$ cat src/sv/lsd_pkg.sv
// Shared types, codes and a helper function for the LED strip driver.
`timescale 1ns / 1ps

package lsd_pkg;

	// Item kinds.
	localparam logic [1:0] KIND_SET   = 2'd0;
	localparam logic [1:0] KIND_FILL  = 2'd1;
	localparam logic [1:0] KIND_START = 2'd2;
	localparam logic [1:0] KIND_TICK  = 2'd3;

	// Result status codes.
	localparam logic [1:0] STS_OK    = 2'd0;
	localparam logic [1:0] STS_BUSY  = 2'd1;
	localparam logic [1:0] STS_RANGE = 2'd2;

	// Wire byte orders.
	localparam logic [2:0] ORD_RGB = 3'd0;
	localparam logic [2:0] ORD_BRG = 3'd1;
	localparam logic [2:0] ORD_RBG = 3'd2;
	localparam logic [2:0] ORD_GBR = 3'd3;
	localparam logic [2:0] ORD_BGR = 3'd4;
	localparam logic [2:0] ORD_GRB = 3'd5;

	// Register indexes on the configuration port.
	localparam logic [1:0] REG_COLOR_ORDER = 2'd0;
	localparam logic [1:0] REG_BRIGHTNESS  = 2'd1;
	localparam logic [1:0] REG_PIXEL_COUNT = 2'd2;

	localparam int ADDR_W    = 4;
	localparam int CNT_W     = 11;
	localparam int WORD_BITS = 24;

	// Reset values of the registers.
	localparam logic [2:0]       RST_COLOR_ORDER = ORD_GRB;
	localparam logic [7:0]       RST_BRIGHTNESS  = 8'd255;
	localparam logic [CNT_W-1:0] RST_PIXEL_COUNT = 11'd1024;

	typedef struct packed {
		logic [1:0] kind;
		logic [9:0] pixel_index;
		logic [7:0] red;
		logic [7:0] green;
		logic [7:0] blue;
	} lsd_item_t;

	typedef struct packed {
		logic       line_level;
		logic       busy_res;
		logic [1:0] status;
	} lsd_res_t;

	typedef struct packed {
		logic [2:0]       color_order;
		logic [7:0]       brightness;
		logic [CNT_W-1:0] pixel_count;
	} lsd_cfg_t;

	typedef enum logic [1:0] {
		WR_SET,
		WR_FILL,
		WR_CLR
	} lsd_wr_sel_t;

	// Commands from the controller to the datapath.
	typedef struct packed {
		logic        wr_en;
		lsd_wr_sel_t wr_sel;
		logic        fill_load;
		logic        sweep_clr;
		logic        sweep_inc;
		logic        rd_en;
		logic        shift_load;
		logic        tick_send;
		logic        frame_start;
		logic        gap_clr;
		logic        gap_inc;
		logic        push;
		lsd_res_t    res;
	} lsd_cmd_t;

	// Status from the datapath to the controller.
	typedef struct packed {
		logic level;
		logic bit_last;
		logic word_last;
		logic pixel_last;
		logic gap_last;
		logic clr_last;
		logic fill_last;
		logic cnt_zero;
		logic idx_oor;
		logic q_full;
	} lsd_sts_t;

	// Pack a color into wire byte order; unknown codes act as GRB.
	function automatic logic [23:0] arrange(input logic [2:0] order, input logic [7:0] r,
			input logic [7:0] g, input logic [7:0] b);
		logic [23:0] w;
		case (order)
			ORD_RGB: w = {r, g, b};
			ORD_BRG: w = {b, r, g};
			ORD_RBG: w = {r, b, g};
			ORD_GBR: w = {g, b, r};
			ORD_BGR: w = {b, g, r};
			default: w = {g, r, b};
		endcase
		return w;
	endfunction

endpackage

$ cat src/sv/lsd_ctrl.sv
// Controller: line phase, item sequencing and result generation.
`timescale 1ns / 1ps

module lsd_ctrl import lsd_pkg::*; (
	input  logic       clk,
	input  logic       arst_n,
	input  logic       item_valid,
	input  logic [1:0] item_kind,
	output logic       item_stall,
	input  lsd_sts_t   sts,
	output lsd_cmd_t   cmd
);

	typedef enum logic [2:0] {
		ST_CLEAR,
		ST_READY,
		ST_FILL,
		ST_LOAD_RD,
		ST_LOAD_MUL,
		ST_LOAD_SH
	} state_t;

	typedef enum logic [1:0] {
		PH_IDLE,
		PH_SEND,
		PH_LATCH
	} phase_t;

	state_t state_q, state_d;
	phase_t phase_q, phase_d;
	logic   accept;

	assign item_stall = (state_q != ST_READY) || sts.q_full;
	assign accept     = item_valid && !item_stall;

	// Next state, next phase and datapath commands.
	always_comb begin
		cmd     = '0;
		state_d = state_q;
		phase_d = phase_q;
		case (state_q)
			ST_CLEAR: begin
				cmd.wr_en     = 1'b1;
				cmd.wr_sel    = WR_CLR;
				cmd.sweep_inc = 1'b1;
				if (sts.clr_last) begin
					cmd.sweep_clr = 1'b1;
					state_d       = ST_READY;
				end
			end
			ST_READY: begin
				if (accept) begin
					cmd.push           = 1'b1;
					cmd.res.line_level = sts.level && (phase_q == PH_SEND);
					cmd.res.status     = STS_OK;
					if (item_kind == KIND_TICK) begin
						case (phase_q)
							PH_SEND: begin
								cmd.tick_send = 1'b1;
								if (sts.bit_last && sts.word_last) begin
									if (sts.pixel_last) begin
										phase_d     = PH_LATCH;
										cmd.gap_clr = 1'b1;
									end else begin
										state_d = ST_LOAD_RD;
									end
								end
							end
							PH_LATCH: begin
								if (sts.gap_last) begin
									phase_d     = PH_IDLE;
									cmd.gap_clr = 1'b1;
								end else begin
									cmd.gap_inc = 1'b1;
								end
							end
							default: ;
						endcase
					end else if (phase_q != PH_IDLE) begin
						cmd.res.status = STS_BUSY;
					end else begin
						case (item_kind)
							KIND_SET: begin
								if (sts.idx_oor) begin
									cmd.res.status = STS_RANGE;
								end else begin
									cmd.wr_en  = 1'b1;
									cmd.wr_sel = WR_SET;
								end
							end
							KIND_FILL: begin
								if (!sts.cnt_zero) begin
									cmd.fill_load = 1'b1;
									cmd.sweep_clr = 1'b1;
									state_d       = ST_FILL;
								end
							end
							default: begin
								cmd.frame_start = 1'b1;
								if (sts.cnt_zero) begin
									phase_d     = PH_LATCH;
									cmd.gap_clr = 1'b1;
								end else begin
									phase_d = PH_SEND;
									state_d = ST_LOAD_RD;
								end
							end
						endcase
					end
					cmd.res.busy_res = (phase_d != PH_IDLE);
				end
			end
			ST_FILL: begin
				cmd.wr_en     = 1'b1;
				cmd.wr_sel    = WR_FILL;
				cmd.sweep_inc = 1'b1;
				if (sts.fill_last) begin
					cmd.sweep_clr = 1'b1;
					state_d       = ST_READY;
				end
			end
			ST_LOAD_RD: begin
				cmd.rd_en = 1'b1;
				state_d   = ST_LOAD_MUL;
			end
			ST_LOAD_MUL: begin
				state_d = ST_LOAD_SH;
			end
			ST_LOAD_SH: begin
				cmd.shift_load = 1'b1;
				state_d        = ST_READY;
			end
			default: begin
				state_d = ST_READY;
			end
		endcase
	end

	// State and phase registers.
	always_ff @(posedge clk or negedge arst_n) begin
		if (!arst_n) begin
			state_q <= ST_CLEAR;
			phase_q <= PH_IDLE;
		end else begin
			state_q <= state_d;
			phase_q <= phase_d;
		end
	end

endmodule

$ cat config.mk
export PLATFORM = sky130hd
export DESIGN_NAME = lsd_ctrl
export DESIGN_NICKNAME = d
export VERILOG_FILES = /design/src/sv/lsd_pkg.sv /design/src/sv/lsd_ctrl.sv
export SDC_FILE = /design/constraint.sdc
export NUM_CORES = 1
export LEC_CHECK = 0
export BUFFER_PORTS_ARGS = -buffer_cell sky130_fd_sc_hd__buf_2
export CORE_MARGIN = 3
export CORE_UTILIZATION = 40
export DETAILED_ROUTE_END_ITERATION = 6
export GPL_TIMING_DRIVEN = 0
export PLACE_DENSITY = 0.75
export SYNTH_ARGS = -nofsm -noshare
export SYNTH_HDL_FRONTEND = slang
export SYNTH_SLANG_ARGS = --single-unit
$ cat constraint.sdc
create_clock -name clk -period 1.7 [get_ports clk]
set_input_delay 0.17 -clock clk [delete_from_list [all_inputs] [get_ports clk]]
set_output_delay 0.17 -clock clk [all_outputs]
set_load 0.05 [all_outputs]
==> flow_summary.ini <==
[clock_network]
clk_latency_ns = 0.26
cts_made_buffers = 3
clk_pin_slew_ns = 0.05
numClockSinks = 5
cts_max_level = 1
clockRootBuffer = clkbuf_4
cts_tree = done
clock_path_buffers = 2

[finish]
nets = 155
area_delta_synth_final_pct = 102
antennaDiodeCount = 0
drive_gt1_share_pct = 71.9
num-fill-cells = 46
stdcell_area_mm2 = 0.00130
fin_util_pct = 93.2

[floorplan]
ioPinCount = 33
core_mm2 = 0.00140
start_util_pct = 46.1
die_y_um = 46.1
num_rows = 13
die_w_um = 46.1
die_area_mm2 = 0.00213

[sta]
fin_ws_ns = -0.379
max_slew_margin_pct = 78.9
rsz0062_at_grt = true
tightestPinTransition_ns = 0.313
fmax_ghz = 0.481
post-route-min-period_ns = 2.08
finalClockSkew_ns = 0.00125
final_max_slew_viol_count = 0
setup_viol = 13
hold_viol_final = 0
period_share_pct = 122

[detailed_routing]
routedWlPerCell_um = 17.8
drtIter0Drc = 31
vias = 860
dr.pass1.iters = 4
ant_nets = 0
drc_errors = 0
wirelength_um = 2670
viasPerCell = 5.73

[power_and_ir_drop]
vdd_drop_max_v = 0.00115
p_sw_share_pct = 48.9
power_frac_seq_pct = 13.3
combinationalPowerShare_pct = 76.3
power.internal_mw = 0.744
power.share.clock_pct = 10.3
p_sw_mw = 0.711
power.leakage_nw = 0.639
power.density_mw_per_mm2 = 1120

[logic_synthesis]
synth_nets = 100
netlist_area_um2 = 644
synthArstFlopShare_pct = 100
ys_seq_elements = 5
synth-edff-count = 0
ys_seq_area_share_pct = 19.4
synth.avg_cell_area_um2 = 7.96
synth_ff_type = dfrtp_1
synth_cell_types = 39
ys_warn_count = 0
syn-instance-count = 81

[global_route]
grt_use_met3_pct = 2.73
grt_use_total_pct = 20.3
met1_usage_pct = 25.7
gr-total-overflow = 0
grt_max_degree = 11
grt_antenna_before_repair = 0
grt-busiest-layer = met2
gr-usage-met2_pct = 34.9
first_global_vias = 728
grt_pass1_wl_um = 3080

[placed_design]
place_area_um2 = 907
dp_hpwl_um = 1310
gp_congestion = 0.821
io_buffer_count = 32

[setup_path]
path_class = register to output pin
cpMaxStageDelayCell = dfrtp_1
required_ns = 1.53
start_kind = register
cp-end-kind = output pin
crit_fanout = 7
cp_cell_sequence = nor4b_4, nand2_4, buf_6, nor3_4, a21o_2, buf_8
cp_top_family = simple AND/OR/NAND/NOR gates
slowest_delay_ns = 0.40
worst-endpoint-arrival_ns = 1.91
cp.buffers_inverters = 2

[worst_hold_path]
hold_class = input port to register

[flow_run]
drv_cap = 0

[run_status]
status = finished with violations
violations = setup timing
state kept, by name (all words and copies together), names as in the netlist:
name,count
state_q,3
phase_q,2
cell usage after synthesis (all sizes together) (2+ instances only):
master	count	area share, %
or2	2	1.9
nor3b	2	2.3
nor4b	2	6.0
nand3	3	2.3
nor4	2	2.9
buf	4	4.1
nand3b	3	3.5
a21oi	2	1.6
a21o	5	6.0
and2	2	1.9
nor2	9	5.2
ha	4	7.8
nand2	5	4.1
and3	4	3.9
inv	8	4.7
nor3	4	3.9
dfrtp	5	19
area by class of cell:
type / count / area, µm² / share of cell area [%]
Clock buffer: 4 / 26.3 / 2.02
Inverter: 8 / 36.3 / 2.78
Buffer: 4 / 22.5 / 1.73
Timing Repair Buffer: 51 / 443 / 34.0
Sequential cell: 5 / 128 / 9.79
Multi-Input combinational cell: 63 / 629 / 48.3
Tap cell: 15 / 18.8 / 1.44
through the flow:
step           cells  setup WS, ns  hold slack, ns  TNS [ns]  total power [mW]
3_3_place_gp     128        -0.280         -0.0149    -0.884             0.888
5_1_grt          150        -0.455           0.219     -4.49              1.54
2_1_floorplan     81        -0.205          -0.126    -0.773             0.757
4_1_cts          143        -0.352           0.222     -2.57              1.28
3_5_place_dp     128        -0.311         -0.0165     -1.07             0.904
6_report         150        -0.379           0.220     -3.40              1.46
placed cells by master, fill, tap and decap left out, types with 2 or more instances in the layout:
cell type | synthesis | routed
nand3_1 | 3 | 3
a21o_2 | 1 | 3
and3_1 | 4 | 3
dfrtp_2 | 0 | 2
buf_6 | 1 | 12
nand2_1 | 4 | 2
buf_2 | 3 | 21
nand2_2 | 0 | 2
nand3b_1 | 3 | 3
inv_1 | 8 | 4
a21o_1 | 4 | 2
nor2_4 | 0 | 2
inv_2 | 0 | 2
buf_8 | 0 | 8
nor2_1 | 9 | 6
nor3_1 | 3 | 2
nor4b_4 | 1 | 2
dfrtp_1 | 5 | 3
ha_4 | 0 | 3
clkbuf_4 | 0 | 3
buf_4 | 0 | 12
worst paths after layout:
check,end,cells after the start,startpoint,slack (ns)
setup reg to reg,state_q[0],7,state_q[1],-0.07
hold reg to reg,state_q[1],2,state_q[2],0.67
min in group asynchronous,state_q[1],2,arst_n,0.27
hold / removal,state_q[0],3,sts[3],0.22
setup / recovery,cmd[12],6,state_q[1],-0.38
max in group asynchronous,phase_q[0],2,arst_n,1.29
kinds of logic (layout without fill, tap and decap cells):
group           count (synthesis)  in the layout  synth area share, %
simple gates                   41             41                 41.7
compound gates                 15             15                 17.1
buf+inv                        13             67                 9.32
flops                           5              5                 19.4
fa+ha+maj                       4              4                 7.77
mux                             2              2                 3.30
xor+xnor                        1              1                 1.36
what timing repair did:
| action | 4_1_cts | 5_1_grt |
|---|---|---|
| hold buffers | 1 | 0 |
| pin swaps | 5 | 13 |
| setup endpoints to repair | 12 | 14 |
| endpoints found under the hold margin | 5 | 0 |
| buffers inserted | 10 | 9 |
| resized for setup | 48 | 20 |
worst register-to-register path: cells and delay by family, from the launching register on:
kind / cells / cell delay (ns)
buffers and inverters: 3 / 0.40
and+or+nand+nor: 3 / 0.78
AOI/OAI and AO/OA: 1 / 0.06
DFF: 1 / 0.40
power by group through the flow:
stage                     clock network (mW)  logic (mW)  registers (mW)
after global routing                   0.164        1.18           0.197
after floorplan                            0       0.576           0.181
after global placement                     0       0.698           0.190
final                                  0.150        1.11           0.194
after detailed placement                   0       0.711           0.193
after CTS                              0.144       0.951           0.187
routing by layer:
layer	up-vias	wire length, µm
met5	-	0
met4	0	99
met3	9	120
met2	35	1400
met1	416	1050
li1	400	-
Power figures use the tool's default switching activity.
